===== config.mk =====
export PLATFORM = sky130hd
export DESIGN_NAME = modbus_rtu_request_framer_top
export DESIGN_NICKNAME = d
export VERILOG_FILES = /design/src/rtl/core/mrf_pkg.sv /design/src/rtl/core/mrf_front.sv /design/src/rtl/core/mrf_queue.sv /design/src/rtl/core/mrf_back.sv /design/src/rtl/core/modbus_rtu_request_framer_top.sv
export SDC_FILE = /design/constraint.sdc
export NUM_CORES = 1
export LEC_CHECK = 0
export BUFFER_PORTS_ARGS = -buffer_cell sky130_fd_sc_hd__buf_2
export CAP_MARGIN = 40
export CELL_PAD_IN_SITES_DETAIL_PLACEMENT = 0
export CELL_PAD_IN_SITES_GLOBAL_PLACEMENT = 1
export CORE_MARGIN = 4
export CORE_UTILIZATION = 40
export DETAILED_ROUTE_END_ITERATION = 8
export HOLD_SLACK_MARGIN = 0.05
export PLACE_DENSITY = 0.79
export REMOVE_ABC_BUFFERS = 1
export SYNTH_ARGS = -nofsm -noshare
export SYNTH_HDL_FRONTEND = slang
export SYNTH_SLANG_ARGS = --single-unit

===== constraint.sdc =====
create_clock -name clk -period 7.5 [get_ports clk]
set_input_delay 0.75 -clock clk [delete_from_list [all_inputs] [get_ports clk]]
set_output_delay 0.75 -clock clk [all_outputs]
set_load 0.02 [all_outputs]

===== src/rtl/core/mrf_pkg.sv =====
package mrf_pkg;

  localparam int MAX_WORDS_DEF = 123;
  localparam int WL_W = 7;
  localparam int QDEPTH = 2;

  localparam logic [2:0] KIND_RD_HOLD  = 3'd0;
  localparam logic [2:0] KIND_RD_INPUT = 3'd1;
  localparam logic [2:0] KIND_WR_SINGLE = 3'd2;
  localparam logic [2:0] KIND_WR_MULTI = 3'd3;
  localparam logic [2:0] KIND_DATA     = 3'd4;

  localparam logic [7:0] FC_RD_HOLD   = 8'h03;
  localparam logic [7:0] FC_RD_INPUT  = 8'h04;
  localparam logic [7:0] FC_WR_SINGLE = 8'h06;
  localparam logic [7:0] FC_WR_MULTI  = 8'h10;

  localparam logic [15:0] CRC_INIT = 16'hFFFF;
  localparam logic [15:0] CRC_POLY = 16'hA001;

  typedef enum logic [2:0] {
    OP_ERR      = 3'd0,
    OP_REQ      = 3'd1,
    OP_HDR      = 3'd2,
    OP_WORD     = 3'd3,
    OP_WORD_END = 3'd4
  } op_t;

  typedef struct packed {
    op_t         op;
    logic [7:0]  slave;
    logic [7:0]  code;
    logic [15:0] addr;
    logic [15:0] val;
  } cmd_t;

  function automatic logic [7:0] func_code(input logic [2:0] kind);
    logic [7:0] c;
    case (kind)
      KIND_RD_HOLD:   c = FC_RD_HOLD;
      KIND_RD_INPUT:  c = FC_RD_INPUT;
      KIND_WR_SINGLE: c = FC_WR_SINGLE;
      default:        c = FC_WR_MULTI;
    endcase
    return c;
  endfunction

  function automatic logic [15:0] crc16_feed(input logic [15:0] crc, input logic [7:0] b);
    logic [15:0] c;
    c = crc ^ {8'h00, b};
    for (int i = 0; i < 8; i++) begin
      if (c[0]) begin
        c = (c >> 1) ^ CRC_POLY;
      end else begin
        c = c >> 1;
      end
    end
    return c;
  endfunction

endpackage


===== src/rtl/core/mrf_front.sv =====
module mrf_front #(
  parameter int MAX_WORDS = mrf_pkg::MAX_WORDS_DEF
) (
  input  logic               clk,
  input  logic               rst_n,
  input  logic               in_valid,
  output logic               in_stall,
  input  logic [2:0]         in_kind,
  input  logic [7:0]         in_slave_address,
  input  logic [15:0]        in_register_address,
  input  logic [15:0]        in_count_or_value,
  input  logic [15:0]        in_data_word,
  input  logic               q_full,
  output logic               q_push,
  output mrf_pkg::cmd_t      q_cmd
);

  logic [mrf_pkg::WL_W-1:0] words_left_r, words_left_nxt;
  logic                     bad;

  assign in_stall = q_full;
  assign q_push   = in_valid && !q_full;

  always_comb begin
    bad = 1'b1;
    case (in_kind) inside
      [mrf_pkg::KIND_RD_HOLD:mrf_pkg::KIND_WR_MULTI]: bad = (words_left_r != '0);
      mrf_pkg::KIND_DATA: bad = (words_left_r == '0);
      default: bad = 1'b1;
    endcase
    if (!bad && in_kind == mrf_pkg::KIND_WR_MULTI &&
        (in_count_or_value == 16'd0 || in_count_or_value > 16'(MAX_WORDS))) begin
      bad = 1'b1;
    end
  end

  always_comb begin
    q_cmd.slave    = in_slave_address;
    q_cmd.code     = mrf_pkg::func_code(in_kind);
    q_cmd.addr     = in_register_address;
    q_cmd.val      = in_count_or_value;
    q_cmd.op       = mrf_pkg::OP_REQ;
    words_left_nxt = words_left_r;
    if (bad) begin
      q_cmd.op = mrf_pkg::OP_ERR;
    end else if (in_kind == mrf_pkg::KIND_DATA) begin
      q_cmd.val      = in_data_word;
      q_cmd.op       = (words_left_r == mrf_pkg::WL_W'(1)) ? mrf_pkg::OP_WORD_END
                                                            : mrf_pkg::OP_WORD;
      words_left_nxt = words_left_r - mrf_pkg::WL_W'(1);
    end else if (in_kind == mrf_pkg::KIND_WR_MULTI) begin
      q_cmd.op       = mrf_pkg::OP_HDR;
      words_left_nxt = in_count_or_value[mrf_pkg::WL_W-1:0];
    end
  end

  always_ff @(posedge clk) begin
    if (!rst_n) begin
      words_left_r <= '0;
    end else if (q_push) begin
      words_left_r <= words_left_nxt;
    end
  end

endmodule


===== src/rtl/core/mrf_queue.sv =====
module mrf_queue (
  input  logic          clk,
  input  logic          rst_n,
  input  logic          push,
  input  mrf_pkg::cmd_t push_cmd,
  output logic          full,
  input  logic          pop,
  output logic          head_valid,
  output mrf_pkg::cmd_t head_cmd
);

  localparam int PW = $clog2(mrf_pkg::QDEPTH);

  mrf_pkg::cmd_t entry_r [mrf_pkg::QDEPTH];
  logic [PW-1:0] wr_ptr_r, rd_ptr_r;
  logic [PW:0]   cnt_r, cnt_nxt;

  assign full       = (cnt_r == (PW+1)'(mrf_pkg::QDEPTH));
  assign head_valid = (cnt_r != '0);
  assign head_cmd   = entry_r[rd_ptr_r];

  always_comb begin
    cnt_nxt = cnt_r;
    if (push && !pop) begin
      cnt_nxt = cnt_r + (PW+1)'(1);
    end else if (pop && !push) begin
      cnt_nxt = cnt_r - (PW+1)'(1);
    end
  end

  always_ff @(posedge clk) begin
    if (!rst_n) begin
      wr_ptr_r <= '0;
      rd_ptr_r <= '0;
      cnt_r    <= '0;
    end else begin
      cnt_r <= cnt_nxt;
      if (push) begin
        wr_ptr_r <= wr_ptr_r + PW'(1);
      end
      if (pop) begin
        rd_ptr_r <= rd_ptr_r + PW'(1);
      end
    end
  end

  always_ff @(posedge clk) begin
    if (push) begin
      entry_r[wr_ptr_r] <= push_cmd;
    end
  end

endmodule


===== src/rtl/core/mrf_back.sv =====
module mrf_back (
  input  logic          clk,
  input  logic          rst_n,
  input  logic          head_valid,
  input  mrf_pkg::cmd_t head_cmd,
  output logic          pop,
  output logic          out_valid,
  input  logic          out_stall,
  output logic [7:0]    out_byte,
  output logic          out_frame_end,
  output logic          out_last,
  output logic          out_error
);

  logic [2:0]  idx_r, idx_nxt;
  logic [15:0] crc_r, crc_nxt, crc_base;
  logic        out_valid_r;
  logic [7:0]  out_byte_r;
  logic        out_frame_end_r, out_last_r, out_error_r;
  logic        adv, emit;
  logic [7:0]  sel_byte;
  logic        is_crc, is_crc_hi, is_last, is_err;

  assign adv  = !out_valid_r || !out_stall;
  assign emit = adv && head_valid;
  assign pop  = emit && is_last;

  always_comb begin
    sel_byte  = 8'h00;
    is_crc    = 1'b0;
    is_crc_hi = 1'b0;
    is_last   = 1'b0;
    is_err    = 1'b0;
    case (head_cmd.op)
      mrf_pkg::OP_REQ, mrf_pkg::OP_HDR: begin
        case (idx_r)
          3'd0: sel_byte = head_cmd.slave;
          3'd1: sel_byte = head_cmd.code;
          3'd2: sel_byte = head_cmd.addr[15:8];
          3'd3: sel_byte = head_cmd.addr[7:0];
          3'd4: sel_byte = head_cmd.val[15:8];
          3'd5: sel_byte = head_cmd.val[7:0];
          3'd6: begin
            if (head_cmd.op == mrf_pkg::OP_HDR) begin
              sel_byte = {head_cmd.val[6:0], 1'b0};
              is_last  = 1'b1;
            end else begin
              sel_byte = crc_r[7:0];
              is_crc   = 1'b1;
            end
          end
          default: begin
            sel_byte  = crc_r[15:8];
            is_crc    = 1'b1;
            is_crc_hi = 1'b1;
            is_last   = 1'b1;
          end
        endcase
      end
      mrf_pkg::OP_WORD, mrf_pkg::OP_WORD_END: begin
        case (idx_r)
          3'd0: sel_byte = head_cmd.val[15:8];
          3'd1: begin
            sel_byte = head_cmd.val[7:0];
            is_last  = (head_cmd.op == mrf_pkg::OP_WORD);
          end
          3'd2: begin
            sel_byte = crc_r[7:0];
            is_crc   = 1'b1;
          end
          default: begin
            sel_byte  = crc_r[15:8];
            is_crc    = 1'b1;
            is_crc_hi = 1'b1;
            is_last   = 1'b1;
          end
        endcase
      end
      default: begin
        is_err  = 1'b1;
        is_last = 1'b1;
      end
    endcase
  end

  always_comb begin
    crc_base = crc_r;
    if (idx_r == 3'd0 &&
        (head_cmd.op == mrf_pkg::OP_REQ || head_cmd.op == mrf_pkg::OP_HDR)) begin
      crc_base = mrf_pkg::CRC_INIT;
    end
    crc_nxt = crc_r;
    idx_nxt = idx_r;
    if (emit) begin
      idx_nxt = is_last ? 3'd0 : idx_r + 3'd1;
      if (is_crc_hi) begin
        crc_nxt = mrf_pkg::CRC_INIT;
      end else if (!is_crc && !is_err) begin
        crc_nxt = mrf_pkg::crc16_feed(crc_base, sel_byte);
      end
    end
  end

  always_ff @(posedge clk) begin
    if (!rst_n) begin
      idx_r       <= '0;
      crc_r       <= mrf_pkg::CRC_INIT;
      out_valid_r <= 1'b0;
    end else begin
      idx_r <= idx_nxt;
      crc_r <= crc_nxt;
      if (adv) begin
        out_valid_r <= head_valid;
      end
    end
  end

  always_ff @(posedge clk) begin
    if (emit) begin
      out_byte_r      <= sel_byte;
      out_frame_end_r <= is_crc_hi;
      out_last_r      <= is_last;
      out_error_r     <= is_err;
    end
  end

  assign out_valid     = out_valid_r;
  assign out_byte      = out_byte_r;
  assign out_frame_end = out_frame_end_r;
  assign out_last      = out_last_r;
  assign out_error     = out_error_r;

endmodule


===== src/rtl/core/modbus_rtu_request_framer_top.sv =====
// Channel | Direction | Handshake        | Payload
// in      | input     | in_valid/stall   | kind, slave, register address, count/value, data word
// out     | output    | out_valid/stall  | out_byte, frame_end, last, error
//
// One beat leaves per clock while the output does not stall: a read or write-single item is
// 8 bytes long, a write-multiple header 7, a data word 2, or 4 with the CRC; a rejected item is one error beat.
// The byte emitter in the back end sets that rate; the front end classifies and queues
// up to two items, the one being emitted included.
// Reset is synchronous and active low; it empties the queue and clears the open frame.
// A stall on the output holds the registered beat; the input stalls only when the queue is full.
module modbus_rtu_request_framer_top #(
  parameter int MAX_WORDS = mrf_pkg::MAX_WORDS_DEF
) (
  input  logic        clk,
  input  logic        rst_n,
  input  logic        in_valid,
  output logic        in_stall,
  input  logic [2:0]  in_kind,
  input  logic [7:0]  in_slave_address,
  input  logic [15:0] in_register_address,
  input  logic [15:0] in_count_or_value,
  input  logic [15:0] in_data_word,
  output logic        out_valid,
  input  logic        out_stall,
  output logic [7:0]  out_byte,
  output logic        out_frame_end,
  output logic        out_last,
  output logic        out_error
);

  mrf_pkg::cmd_t push_cmd, head_cmd;
  logic          q_full, q_push, q_pop, head_valid;

  mrf_front #(.MAX_WORDS(MAX_WORDS)) u_front (
    .clk                 (clk),
    .rst_n               (rst_n),
    .in_valid            (in_valid),
    .in_stall            (in_stall),
    .in_kind             (in_kind),
    .in_slave_address    (in_slave_address),
    .in_register_address (in_register_address),
    .in_count_or_value   (in_count_or_value),
    .in_data_word        (in_data_word),
    .q_full              (q_full),
    .q_push              (q_push),
    .q_cmd               (push_cmd)
  );

  mrf_queue u_queue (
    .clk        (clk),
    .rst_n      (rst_n),
    .push       (q_push),
    .push_cmd   (push_cmd),
    .full       (q_full),
    .pop        (q_pop),
    .head_valid (head_valid),
    .head_cmd   (head_cmd)
  );

  mrf_back u_back (
    .clk           (clk),
    .rst_n         (rst_n),
    .head_valid    (head_valid),
    .head_cmd      (head_cmd),
    .pop           (q_pop),
    .out_valid     (out_valid),
    .out_stall     (out_stall),
    .out_byte      (out_byte),
    .out_frame_end (out_frame_end),
    .out_last      (out_last),
    .out_error     (out_error)
  );

  a_err_single: assert property (@(posedge clk) disable iff (!rst_n)
    out_valid && out_error |-> out_last && !out_frame_end && out_byte == 8'h00)
    else $error("error beat is not a lone zero beat");

  a_end_last: assert property (@(posedge clk) disable iff (!rst_n)
    out_valid && out_frame_end |-> out_last)
    else $error("frame end without last");

  a_reset_idle: assert property (@(posedge clk)
    !rst_n |=> !out_valid && !in_stall)
    else $error("block not idle after reset");

endmodule

==> metrics.csv <==
stage,metric,value,unit
floorplanning,boundary pin count,76,
global_route,first-pass GRT wire length,25100,um
global_route,largest net degree at the start of global routing,52,
clock_tree,post-CTS setup buffer count,0,
global_route,global route overflow,0,
detailed_routing,routed vias,4741,
global_route,met1 Track Usage GR,0.235,
sta,RSZ-0062 raised after global routing,false,
detailed_routing,DRC,0,
clock_tree,CTS hold repair buffers,0,
setup_path,"most used cell, CP",nand2_1,
outcome,status,completed,
setup_path,CP arrival,4.35,ns
hold_path,WHS Path Cells,2,
logic_synthesis,synth cell count leaders,"105 x edfxtp_1, 41 x nand2_1, 36 x nor2_1",
setup_path,CP cell instances,buf_4 -> mux2i_1 -> or2_1 -> o21ai_1 -> a22oi_1 -> o221a_2 -> nor2_1 -> buf_6 -> nand2_1 -> o22ai_1 -> nand2_1,
sta,f_max,0.246,GHz
setup_path,crit-path max cell delay,0.64,ns
sta,Total Neg Setup Slack,0,ns
setup_path,crit path max-delay cell type,o21ai_1,
global_route,met2 usage,0.282,
power_and_ir_drop,Pwr Density,391,nW/um^2
clock_tree,CTS root buffer,clkbuf_16,
sta,setup violators final,0,
logic_synthesis,largest cells by area after synthesis,"edfxtp_1 47%, dfxtp_1 9.5%, mux2i_1 5.2%, mux2_2 4.5%, xnor2_1 3.3%",
sta,relative slew slack,0.439,
hold_path,Hold Crit Class,flip-flop to flip-flop,
setup_path,critical path class,flip-flop to flip-flop,
logic_synthesis,Synth top area share,0.469,
hold_path,Hold Startpoint,u_back.out_valid,
clock_tree,CTS H-tree lvls,4,
flow_run,max-cap violation count,0,
global_route,GR Util met3,0.0424,
global_route,layer with the highest usage,met2,
detailed_routing,final WL,16300,um
floorplanning,die width,138,um
logic_synthesis,number of synthesized flops with an enable pin,105,
logic_synthesis,Mapped Area,6720,sq um
global_route,initial antenna violation count,0,
logic_synthesis,distinct cell type count after synthesis,64,
setup_path,critical path capture point type,flip-flop,
floorplanning,Initial Util,0.407,
detailed_routing,Final ANT Viol Nets,0,
setup_path,WP buf/inv,2,
setup_path,Reg2Reg Setup Slack,3.43,ns
logic_synthesis,Syn Inst Count,559,
detailed_routing,drt initial violations,361,
sta,Final Hold Vio Count,0,
placement,"Cell Area, Placed",7330,sq um
clock_tree,clk buf depth,2,
detailed_routing,DR pass1 iterations,5,
sta,fin crit share,0.542,
logic_synthesis,largest area contributor in the netlist,edfxtp_1,
power_and_ir_drop,Lkg Pwr,2.89,nW
detailed_routing,DR WL/cell,18.9,um
placement,dpl hpwl,11800,um
setup_path,RR Endpoint,u_back.crc_r[10],
finish,Nets,701,
sta,Final Max Tran Viols,0,
finish,Finished Layout Cells,863,
clock_tree,CTS tree,yes,
placement,Placed Cells,831,
sta,Clock Skews,0.00888,ns
power_and_ir_drop,Peak VDD IR,0.196,mV
floorplanning,Die ar.,18900,sq um
setup_path,"critical path fanouts, max",51,
hold_path,WHS Endpoint,u_back.out_valid,
logic_synthesis,Yosys reg bits,137,
finish,Ant. Diodes,0,
floorplanning,Die H,138,um
clock_tree,Post-CTS Resized,0,
logic_synthesis,"count leader, synth",edfxtp_1,
clock_tree,cts bufs inserted,17,
setup_path,CP required,7.78,ns
setup_path,Setup crit start kind,flip-flop,
global_route,number of global-route vias before repair,4575,
finish,Post-Layout Inst Area,7940,sq um
clock_tree,CTS sink count,137,
logic_synthesis,"Primary FF master, synth",edfxtp_1,
placement,Final GP Congestion,0.912,
floorplanning,Rows,47,
clock_tree,clk slew on worst S/H paths,0.06,ns
global_route,Total Routing Usage GR,0.177,
sta,Least-Margin Pin Slew,0.840,ns
logic_synthesis,Syn. warnings,0,
logic_synthesis,"Seq/Total Area, Yosys",0.564,
finish,ratio of cells with drive above 1 in the final layout,0.250,
logic_synthesis,Synth Area per Inst,12.0,sq um
placement,# port buffers,75,
sta,Tmin final,4.07,ns
floorplanning,total core area,16500,sq um
logic_synthesis,asr flop ratio synth,0,
setup_path,cells on worst reg2reg path,11,
finish,P&R area growth vs syn,18.1,%
sta,worst hold margin,0.497,ns
clock_tree,worst skew pair latency,0.42,ns
detailed_routing,number of vias per cell,5.49,
setup_path,Top Family by Delay on Critical Path,compound AO/OA/AOI/OAI gates,
-- sequential cells by signal (all words and copies together), names as in the netlist, named ones only --
signal / cells
u_back.idx_r: 3
u_queue.wr_ptr_r: 1
u_queue.entry_r: 94
u_queue.rd_ptr_r: 1
u_queue.cnt_r: 2
u_back.out_last: 1
u_back.out_byte: 8
u_front.words_left_r: 7
u_back.out_error: 1
u_back.crc_r: 16
u_back.out_valid: 1
u_back.out_frame_end: 1
-- where the power goes --
| group | internal (W) | leakage, nW | switching [W] |
|---|---|---|---|
| clock | 0.000532 | 0.293 | 0.000321 |
| combinational | 0.000502 | 1.35 | 0.000687 |
| sequential | 0.000984 | 1.25 | 0.0000771 |
| total | 0.00202 | 2.89 | 0.00108 |
-- cells by family after synthesis --
logic type | Yosys count | share of synthesized area
DFF | 137 | 0.564
AOI/OAI and AO/OA | 122 | 0.124
adders and majority gates | 8 | 0.0149
xor gates and xnor gates | 32 | 0.0473
and+or+nand+nor | 144 | 0.106
muxes | 70 | 0.115
buffers and inverters | 46 | 0.0288
-- metal layers --
layer | vias up | part of all wire
li1 | 2264 | -
met1 | 2283 | 0.44
met2 | 171 | 0.48
met3 | 23 | 0.065
met4 | 0 | 0.015
met5 | - | 0
-- how the worst max path moves through the flow --
stage / end / start / cells after the start
finish: u_back.crc_r[10] / flip-flop / 11
global route: u_back.crc_r[9] / flip-flop / 11
CTS: u_back.crc_r[10] / flip-flop / 11
detailed placement: u_back.crc_r[10] / flip-flop / 11
global placement: u_back.crc_r[6] / flip-flop / 10
floorplan: u_back.crc_r[10] / flip-flop / 9
-- tightest hold or removal path, stage by stage (launching register included) --
cell and delay [ns]:
dfxtp_1 0.30, nand2_1 0.07, a21boi_0 0.07
-- stage by stage --
stage,utilization,power [W],worst slack [ns]
finish,0.481,0.00310,3.43
global route,0.481,0.00327,3.07
CTS,0.481,0.00311,3.50
detailed placement,0.444,0.00225,3.51
global placement,0.441,0.00223,3.13
floorplan,-,0.00194,2.85
-- final cells by class --
cell class | instances | area, sq um
flip-flops and latches | 137 | 3790
repair buffers | 83 | 455
clock buffers | 18 | 439
fillers | 1481 | 8580
clock inverters | 14 | 171
multi-input cells | 376 | 2750
inverters | 15 | 56.3
well taps | 220 | 275
-- cells in the final DEF (no fill, tap or decap), drive strengths merged, types with 23 or more instances in the layout --
cell type	Yosys	routed
mux2i	35	35
o21ai	34	34
xnor2	28	28
edfxtp	105	105
nand2	41	41
buf	10	83
nor2	36	36
o22ai	23	23
dfxtp	32	32
mux2	33	33
Note: power is estimated with default switching activity, not from simulation.
